===== config.mk =====
export PLATFORM = sky130hd
export DESIGN_NAME = http_chunked_body_decoder
export DESIGN_NICKNAME = d
export VERILOG_FILES = /design/src/rtl/core/chkd_pkg.sv /design/src/rtl/core/chkd_class.sv /design/src/rtl/core/chkd_fsm.sv /design/src/rtl/core/http_chunked_body_decoder.sv
export SDC_FILE = /design/constraint.sdc
export NUM_CORES = 1
export LEC_CHECK = 0
export ABC_AREA = 0
export BUFFER_PORTS_ARGS = -buffer_cell sky130_fd_sc_hd__buf_2
export CAP_MARGIN = 20
export CORE_UTILIZATION = 45
export DETAILED_ROUTE_END_ITERATION = 10
export GPL_TIMING_DRIVEN = 0
export PLACE_DENSITY_LB_ADDON = 0.15
export SLEW_MARGIN = 20
export SYNTH_ARGS = -nofsm -noshare
export SYNTH_HDL_FRONTEND = slang
export SYNTH_SLANG_ARGS = --single-unit

===== constraint.sdc =====
create_clock -name aclk -period 5.9 [get_ports aclk]
set_clock_uncertainty 0.2 [all_clocks]
set_input_delay 1.18 -clock aclk [delete_from_list [all_inputs] [get_ports aclk]]
set_output_delay 1.18 -clock aclk [all_outputs]
set_load 0.02 [all_outputs]

===== src/rtl/core/chkd_pkg.sv =====
`timescale 1ns / 1ps
// Package for the HTTP chunked body decoder: phase encoding, byte class and result types.
// No dependencies; imported by every module of the decoder.
package chkd_pkg;

    localparam int unsigned MAX_DIGITS = 8;
    localparam int unsigned SIZE_W     = 32;
    localparam int unsigned DCNT_W     = 4;

    localparam logic [7:0] CHAR_LF   = 8'h0A;
    localparam logic [7:0] CHAR_SEMI = 8'h3B;

    typedef enum logic [2:0] {
        PH_SKIP_WS = 3'd0,
        PH_DIGITS  = 3'd1,
        PH_EXT     = 3'd2,
        PH_DATA    = 3'd3,
        PH_TRAILER = 3'd4,
        PH_ERROR   = 3'd5
    } phase_t;

    typedef struct packed {
        logic       is_ws;
        logic       is_hex;
        logic       is_semi;
        logic       is_lf;
        logic [3:0] hex_val;
    } byte_class_t;

    typedef struct packed {
        logic [7:0] data_byte;
        logic       data_valid;
        logic       body_end;
        logic       format_error;
    } result_t;

endpackage


===== src/rtl/core/chkd_class.sv =====
`timescale 1ns / 1ps
// Byte classifier: whitespace, hex digit value, semicolon and line feed detection.
// Depends on chkd_pkg.
module chkd_class (
    input  logic [7:0]           in_byte,
    output chkd_pkg::byte_class_t cls
);
    import chkd_pkg::*;

    always_comb begin
        cls.is_ws   = (in_byte == 8'h20) || (in_byte >= 8'h09 && in_byte <= 8'h0D);
        cls.is_semi = (in_byte == CHAR_SEMI);
        cls.is_lf   = (in_byte == CHAR_LF);
        cls.is_hex  = 1'b1;
        cls.hex_val = 4'd0;
        if (in_byte >= 8'h30 && in_byte <= 8'h39) begin
            cls.hex_val = in_byte[3:0];
        end else if ((in_byte >= 8'h61 && in_byte <= 8'h66) ||
                     (in_byte >= 8'h41 && in_byte <= 8'h46)) begin
            // Letters a-f and A-F share their low three bits: 1..6 maps to 10..15.
            cls.hex_val = 4'd9 + {1'b0, in_byte[2:0]};
        end else begin
            cls.is_hex = 1'b0;
        end
    end

endmodule


===== src/rtl/core/chkd_fsm.sv =====
`timescale 1ns / 1ps
// Decoder state machine: phase, chunk size counter and digit count, updated once per word.
// Depends on chkd_pkg; takes its byte class from chkd_class.
module chkd_fsm (
    input  logic                  aclk,
    input  logic                  aresetn,
    input  logic                  step,
    input  logic [7:0]            in_byte,
    input  chkd_pkg::byte_class_t cls,
    output chkd_pkg::result_t     res
);
    import chkd_pkg::*;

    phase_t              phase_reg, phase_next;
    logic [SIZE_W-1:0]   remaining_reg, remaining_next;
    logic [DCNT_W-1:0]   dcount_reg, dcount_next;

    always_ff @(posedge aclk) begin
        if (!aresetn) begin
            phase_reg     <= PH_SKIP_WS;
            remaining_reg <= '0;
            dcount_reg    <= '0;
        end else if (step) begin
            phase_reg     <= phase_next;
            remaining_reg <= remaining_next;
            dcount_reg    <= dcount_next;
        end
    end

    always_comb begin
        phase_next     = phase_reg;
        remaining_next = remaining_reg;
        dcount_next    = dcount_reg;
        res            = '0;

        unique case (phase_reg) inside
            PH_SKIP_WS: begin
                if (cls.is_ws) begin
                    phase_next = PH_SKIP_WS;
                end else if (cls.is_hex) begin
                    remaining_next = {{(SIZE_W-4){1'b0}}, cls.hex_val};
                    dcount_next    = DCNT_W'(1);
                    phase_next     = PH_DIGITS;
                end else if (cls.is_semi) begin
                    remaining_next = '0;
                    dcount_next    = '0;
                    phase_next     = PH_EXT;
                end else begin
                    phase_next       = PH_ERROR;
                    res.format_error = 1'b1;
                end
            end
            PH_DIGITS, PH_EXT: begin
                if (phase_reg == PH_DIGITS && cls.is_hex &&
                        dcount_reg < DCNT_W'(MAX_DIGITS)) begin
                    remaining_next = {remaining_reg[SIZE_W-5:0], cls.hex_val};
                    dcount_next    = dcount_reg + DCNT_W'(1);
                end else if (cls.is_lf) begin
                    // End of the size line: payload, final trailer line, or an empty size.
                    dcount_next = '0;
                    if (dcount_reg == '0) begin
                        phase_next       = PH_ERROR;
                        res.format_error = 1'b1;
                    end else if (remaining_reg == '0) begin
                        phase_next = PH_TRAILER;
                    end else begin
                        phase_next = PH_DATA;
                    end
                end else if (phase_reg == PH_EXT) begin
                    phase_next = PH_EXT;
                end else if (cls.is_ws || cls.is_semi) begin
                    phase_next = PH_EXT;
                end else begin
                    phase_next       = PH_ERROR;
                    res.format_error = 1'b1;
                end
            end
            PH_DATA: begin
                res.data_byte  = in_byte;
                res.data_valid = 1'b1;
                remaining_next = remaining_reg - SIZE_W'(1);
                if (remaining_reg == SIZE_W'(1)) begin
                    phase_next = PH_SKIP_WS;
                end
            end
            PH_TRAILER: begin
                if (cls.is_lf) begin
                    res.body_end   = 1'b1;
                    remaining_next = '0;
                    dcount_next    = '0;
                    phase_next     = PH_SKIP_WS;
                end
            end
            default: begin
                phase_next       = PH_ERROR;
                res.format_error = 1'b1;
            end
        endcase
    end

endmodule


===== src/rtl/core/http_chunked_body_decoder.sv =====
`timescale 1ns / 1ps
// Top level of the HTTP chunked body decoder: classifier, state machine and result register.
// Depends on chkd_pkg, chkd_class and chkd_fsm.
//
// Usage:
//   The slave channel (s_tvalid/s_tready/s_tdata) takes one raw byte of a chunked
//   body per word. Every accepted word gives exactly one result word on the master
//   channel: m_tdata carries the payload byte (zero when it is not payload),
//   m_tuser[0] marks a payload byte, m_tuser[1] flags a format error and m_tlast
//   marks the line feed that ends the final zero-size chunk.
//   The result word appears on m_tvalid in the cycle after its byte is accepted.
//   Throughput is one word per cycle while the receiver does not stall; the state update of each byte is a single
//   transition, done between the slave handshake and the result register.
//   When the receiver stalls, the result register holds its word and s_tready
//   falls in the same cycle, so no input is taken until the result is delivered.
//   Reset (aresetn low, synchronous) empties the result register and returns the
//   decoder to skipping whitespace before a chunk size, clearing any sticky error.
//   Once an error is flagged, every later word reports it until reset.
module http_chunked_body_decoder (
    input  logic       aclk,
    input  logic       aresetn,
    input  logic       s_tvalid,
    output logic       s_tready,
    input  logic [7:0] s_tdata,   // [7:0] in_byte
    output logic       m_tvalid,
    input  logic       m_tready,
    output logic [7:0] m_tdata,   // [7:0] data_byte
    output logic [1:0] m_tuser,   // [0] data_valid, [1] format_error
    output logic       m_tlast    // body_end
);
    import chkd_pkg::*;

    byte_class_t cls;
    result_t     res;
    logic        step;
    logic        m_tvalid_reg;
    result_t     res_reg;

    assign s_tready = !m_tvalid_reg || m_tready;
    assign step     = s_tvalid && s_tready;

    chkd_class u_class (
        .in_byte (s_tdata),
        .cls     (cls)
    );

    chkd_fsm u_fsm (
        .aclk    (aclk),
        .aresetn (aresetn),
        .step    (step),
        .in_byte (s_tdata),
        .cls     (cls),
        .res     (res)
    );

    always_ff @(posedge aclk) begin
        if (!aresetn) begin
            m_tvalid_reg <= 1'b0;
        end else if (s_tready) begin
            m_tvalid_reg <= s_tvalid;
        end
    end

    always_ff @(posedge aclk) begin
        if (step) begin
            res_reg <= res;
        end
    end

    assign m_tvalid = m_tvalid_reg;
    assign m_tdata  = res_reg.data_byte;
    assign m_tuser  = {res_reg.format_error, res_reg.data_valid};
    assign m_tlast  = res_reg.body_end;

endmodule


==> flow_summary_export.csv <==
group,metric,value,unit
critical_path,crit_arrival,3.68,ns
yosys,synthSimpleGateAreaFrac,24.7,%
critical_path,worst_setup_path_start_kind,"input port",
yosys,ys.flop_type,"dfxtp_1",
grt,overflow,0,
placement,place_area,3590,um2
sta,setup_tns,0,ns
floorplan,die_w,88.4,um
placement,port_buffers,21,
detailed_routing,vias,3449,
yosys,ys_ff_latch,51,
detailed_routing,remaining_drc_errors,0,
run,max_cap_viol_count,0,
finish,largest_reg_flops,32,
detailed_routing,ant_nets,0,
floorplan,pin_count,25,
critical_path,r2r_slack,2.95,ns
critical_path,required,5.93,ns
pwr,vdd_ir_drop_max,0.130,mV
sta,fin_crit_sh,61.8,%
floorplan,core,7210,um2
yosys,synth-xor-area-share,2.35,%
pwr,clockPowerShare,21.9,%
finish,nets,475,
yosys,synth_area_leaders,"dfxtp_1 24%, edfxtp_1 9.8%, a21oi_1 6.9%",
clock_network,clk_transition_reported_paths,0.11,ns
grt,grt_max_degree,17,
finish,postLayoutCellArea,3690,um2
clock_network,cts.path.max_buffers,2,
grt,grtUsageTotal,26.3,%
sta,worst_pin_slew,0.926,ns
yosys,yosysTopAreaCell,"dfxtp_1",
placement,dp_hpwl,6.99,mm
finish,layout-drive-gt1-share,11.6,%
clock_network,postCtsHoldBufs,0,
finish,fin_cells,554,
critical_path,endpoint_kind,"flop",
pwr,p_int,0.000605,W
outcome,status,"finished clean",
finish,antennaDiodeCount,0,
pwr,switching_share,39.8,%
detailed_routing,vias_per_cell,6.23,
critical_path,crit_fanout,10,
floorplan,die_h,88.4,um
yosys,synth-edff-count,11,
placement,placedCellCount,546,
yosys,synth-adder-area-share,3.65,%
floorplan,rows,31,
hold_path,min_path_type,"reg2reg",
clock_network,cts_buffers,5,
yosys,postSynthAreaPerCell,7.88,um2
yosys,synth_top_family_by_area,"compound AO/OA/AOI/OAI gates",
yosys,syn_inst,426,
yosys,yosysTopAreaCellShare,23.8,%
grt,grt_pass1_vias,3094,
critical_path,crit_chain,"buf_2 > inv_1 > ha_1 > o21bai_1 > a21oi_1 > o21a_1 > o21a_1 > buf_2 > nand2_1 > a21oi_1",
critical_path,crit_path_max_incr_delay,0.62,ns
pwr,p_leak,1.37,nW
pwr,power_frac_seq,39.7,%
clock_network,clock_sinks,51,
clock_network,cts-root-buf,"clkbuf_8",
sta,period_minus_slack,3.65,ns
pwr,total_power,0.00101,W
critical_path,rr_worst_depth,6,
detailed_routing,dr.pass1.iters,5,
clock_network,cts_tree,"yes",
sta,setup_viol,0,
yosys,synth_cell_type_count,63,
pwr,switching_power,0.000400,W
finish,syn_to_final_growth,9.76,%
yosys,syn-num-nets,447,
yosys,post-synth-top-count-cell,"nor2_1",
pwr,pwr-share-comb,38.4,%
sta,relSlewSlack,37.7,%
yosys,netlist_area,3360,um2
yosys,synth_warnings,0,
detailed_routing,drtIter0Drc,368,
clock_network,htreeDepth,2,
yosys,synth.mux.area_fraction,0.335,%
critical_path,crit_type,"in2reg",
clock_network,clkLatencyLatePin,0.32,ns
critical_path,cpMaxStageDelayCell,"a21oi_1",
floorplan,start_util,46.5,%
floorplan,die_area,7810,um2
sta,fmax,0.274,GHz
sta,hold_viol_final,0,
hold_path,hold_path_depth,2,
detailed_routing,wl_per_cell,17.6,um
placement,place_congestion,0.930,
yosys,yosysSeqAreaShare,33.7,%
sta,finalMaxSlewViolations,0,
clock_network,postCtsSetupRepairBufs,0,
yosys,synth_compound_area_share,28.3,%
sta,rsz0062_at_grt,"false",
yosys,synthTopCellsByCount,"47 x nor2_1, 46 x a21oi_1, 42 x nand2_1",
clock_network,cts_resized,0,
pwr,p_per_area,273,nW/um2
detailed_routing,routed_wirelength,9.75,mm
yosys,synthArstFlopShare,0,%
grt,grt_pass1_wl,15.7,mm
sta,hold-worst-slack,0.295,ns
grt,antenna_found_initial,0,
## path summary, 6_finish.rpt
kind	start	to
worst min register to register	u_fsm.remaining_reg[13]	u_fsm.remaining_reg[13]
worst max register to register	u_fsm.remaining_reg[10]	u_fsm.phase_reg[2]
worst min-delay path	u_fsm.remaining_reg[13]	u_fsm.remaining_reg[13]
worst max-delay path	s_tdata[0]	u_fsm.remaining_reg[31]
## cell type report
class	count	area [um2]
well taps	99	124
clock inverters	2	16.3
inverters	19	71.3
repair buffers	21	105
fillers	732	3530
multi-input cells	327	1990
clock buffers	6	82.6
plain buffers	29	163
flip-flops and latches	51	1130
## cells by family (layout without fill, tap and decap cells)
| kind of cell | Yosys count | count (layout) |
|---|---|---|
| AO/OA/AOI/OAI | 144 | 144 |
| XOR/XNOR | 9 | 9 |
| adder cells (fa/ha/maj) | 10 | 10 |
| buffers and inverters | 48 | 77 |
| flip-flops | 51 | 51 |
| multiplexers | 1 | 1 |
| AND/OR/NAND/NOR | 163 | 163 |
## power groups by stage
stage,clock [W],sequential [W],combinational [W]
final,0.000220,0.000399,0.000386
after global routing,0.000240,0.000402,0.000425
after CTS,0.000227,0.000399,0.000378
after detailed placement,0,0.000406,0.000377
after global placement,0,0.000406,0.000375
after floorplan,0,0.000408,0.000281
## routing by layer
metal / vias to the layer above / global-route usage, % / routed length (um)
met4: 0 / 8.50 / 197
met3: 18 / 4.10 / 670
met5: - / 0 / 0
met2: 164 / 40.4 / 4310
met1: 1627 / 37.5 / 4570
li1: 1640 / - / -
## cell usage in the layout, fill, tap and decap left out, types with 7 or more instances in the layout
master	instances
nor3_1	17
ha_1	9
nor2_1	47
o21ai_1	15
nand2_1	42
a21oi_1	46
buf_2	25
inv_1	19
a221oi_1	7
dfxtp_1	40
edfxtp_1	11
nor4_1	11
a31oi_1	7
o21ai_0	19
clkbuf_1	18
## per-stage QoR
step | worst slack, ns | util [%]
2_1_floorplan | 2.47 | -
3_3_place_gp | 2.01 | 49.7
3_5_place_dp | 1.98 | 49.7
4_1_cts | 2.30 | 51.1
5_1_grt | 2.02 | 51.1
6_report | 2.25 | 51.1
## critical path, delay by kind of cell
family | cells | cell delay, ns
buffers and inverters | 3 | 0.58
AOI/OAI and AO/OA | 5 | 1.60
adders and majority gates | 1 | 0.23
and+or+nand+nor | 1 | 0.08
No activity file was read; power rests on OpenSTA's default activity.
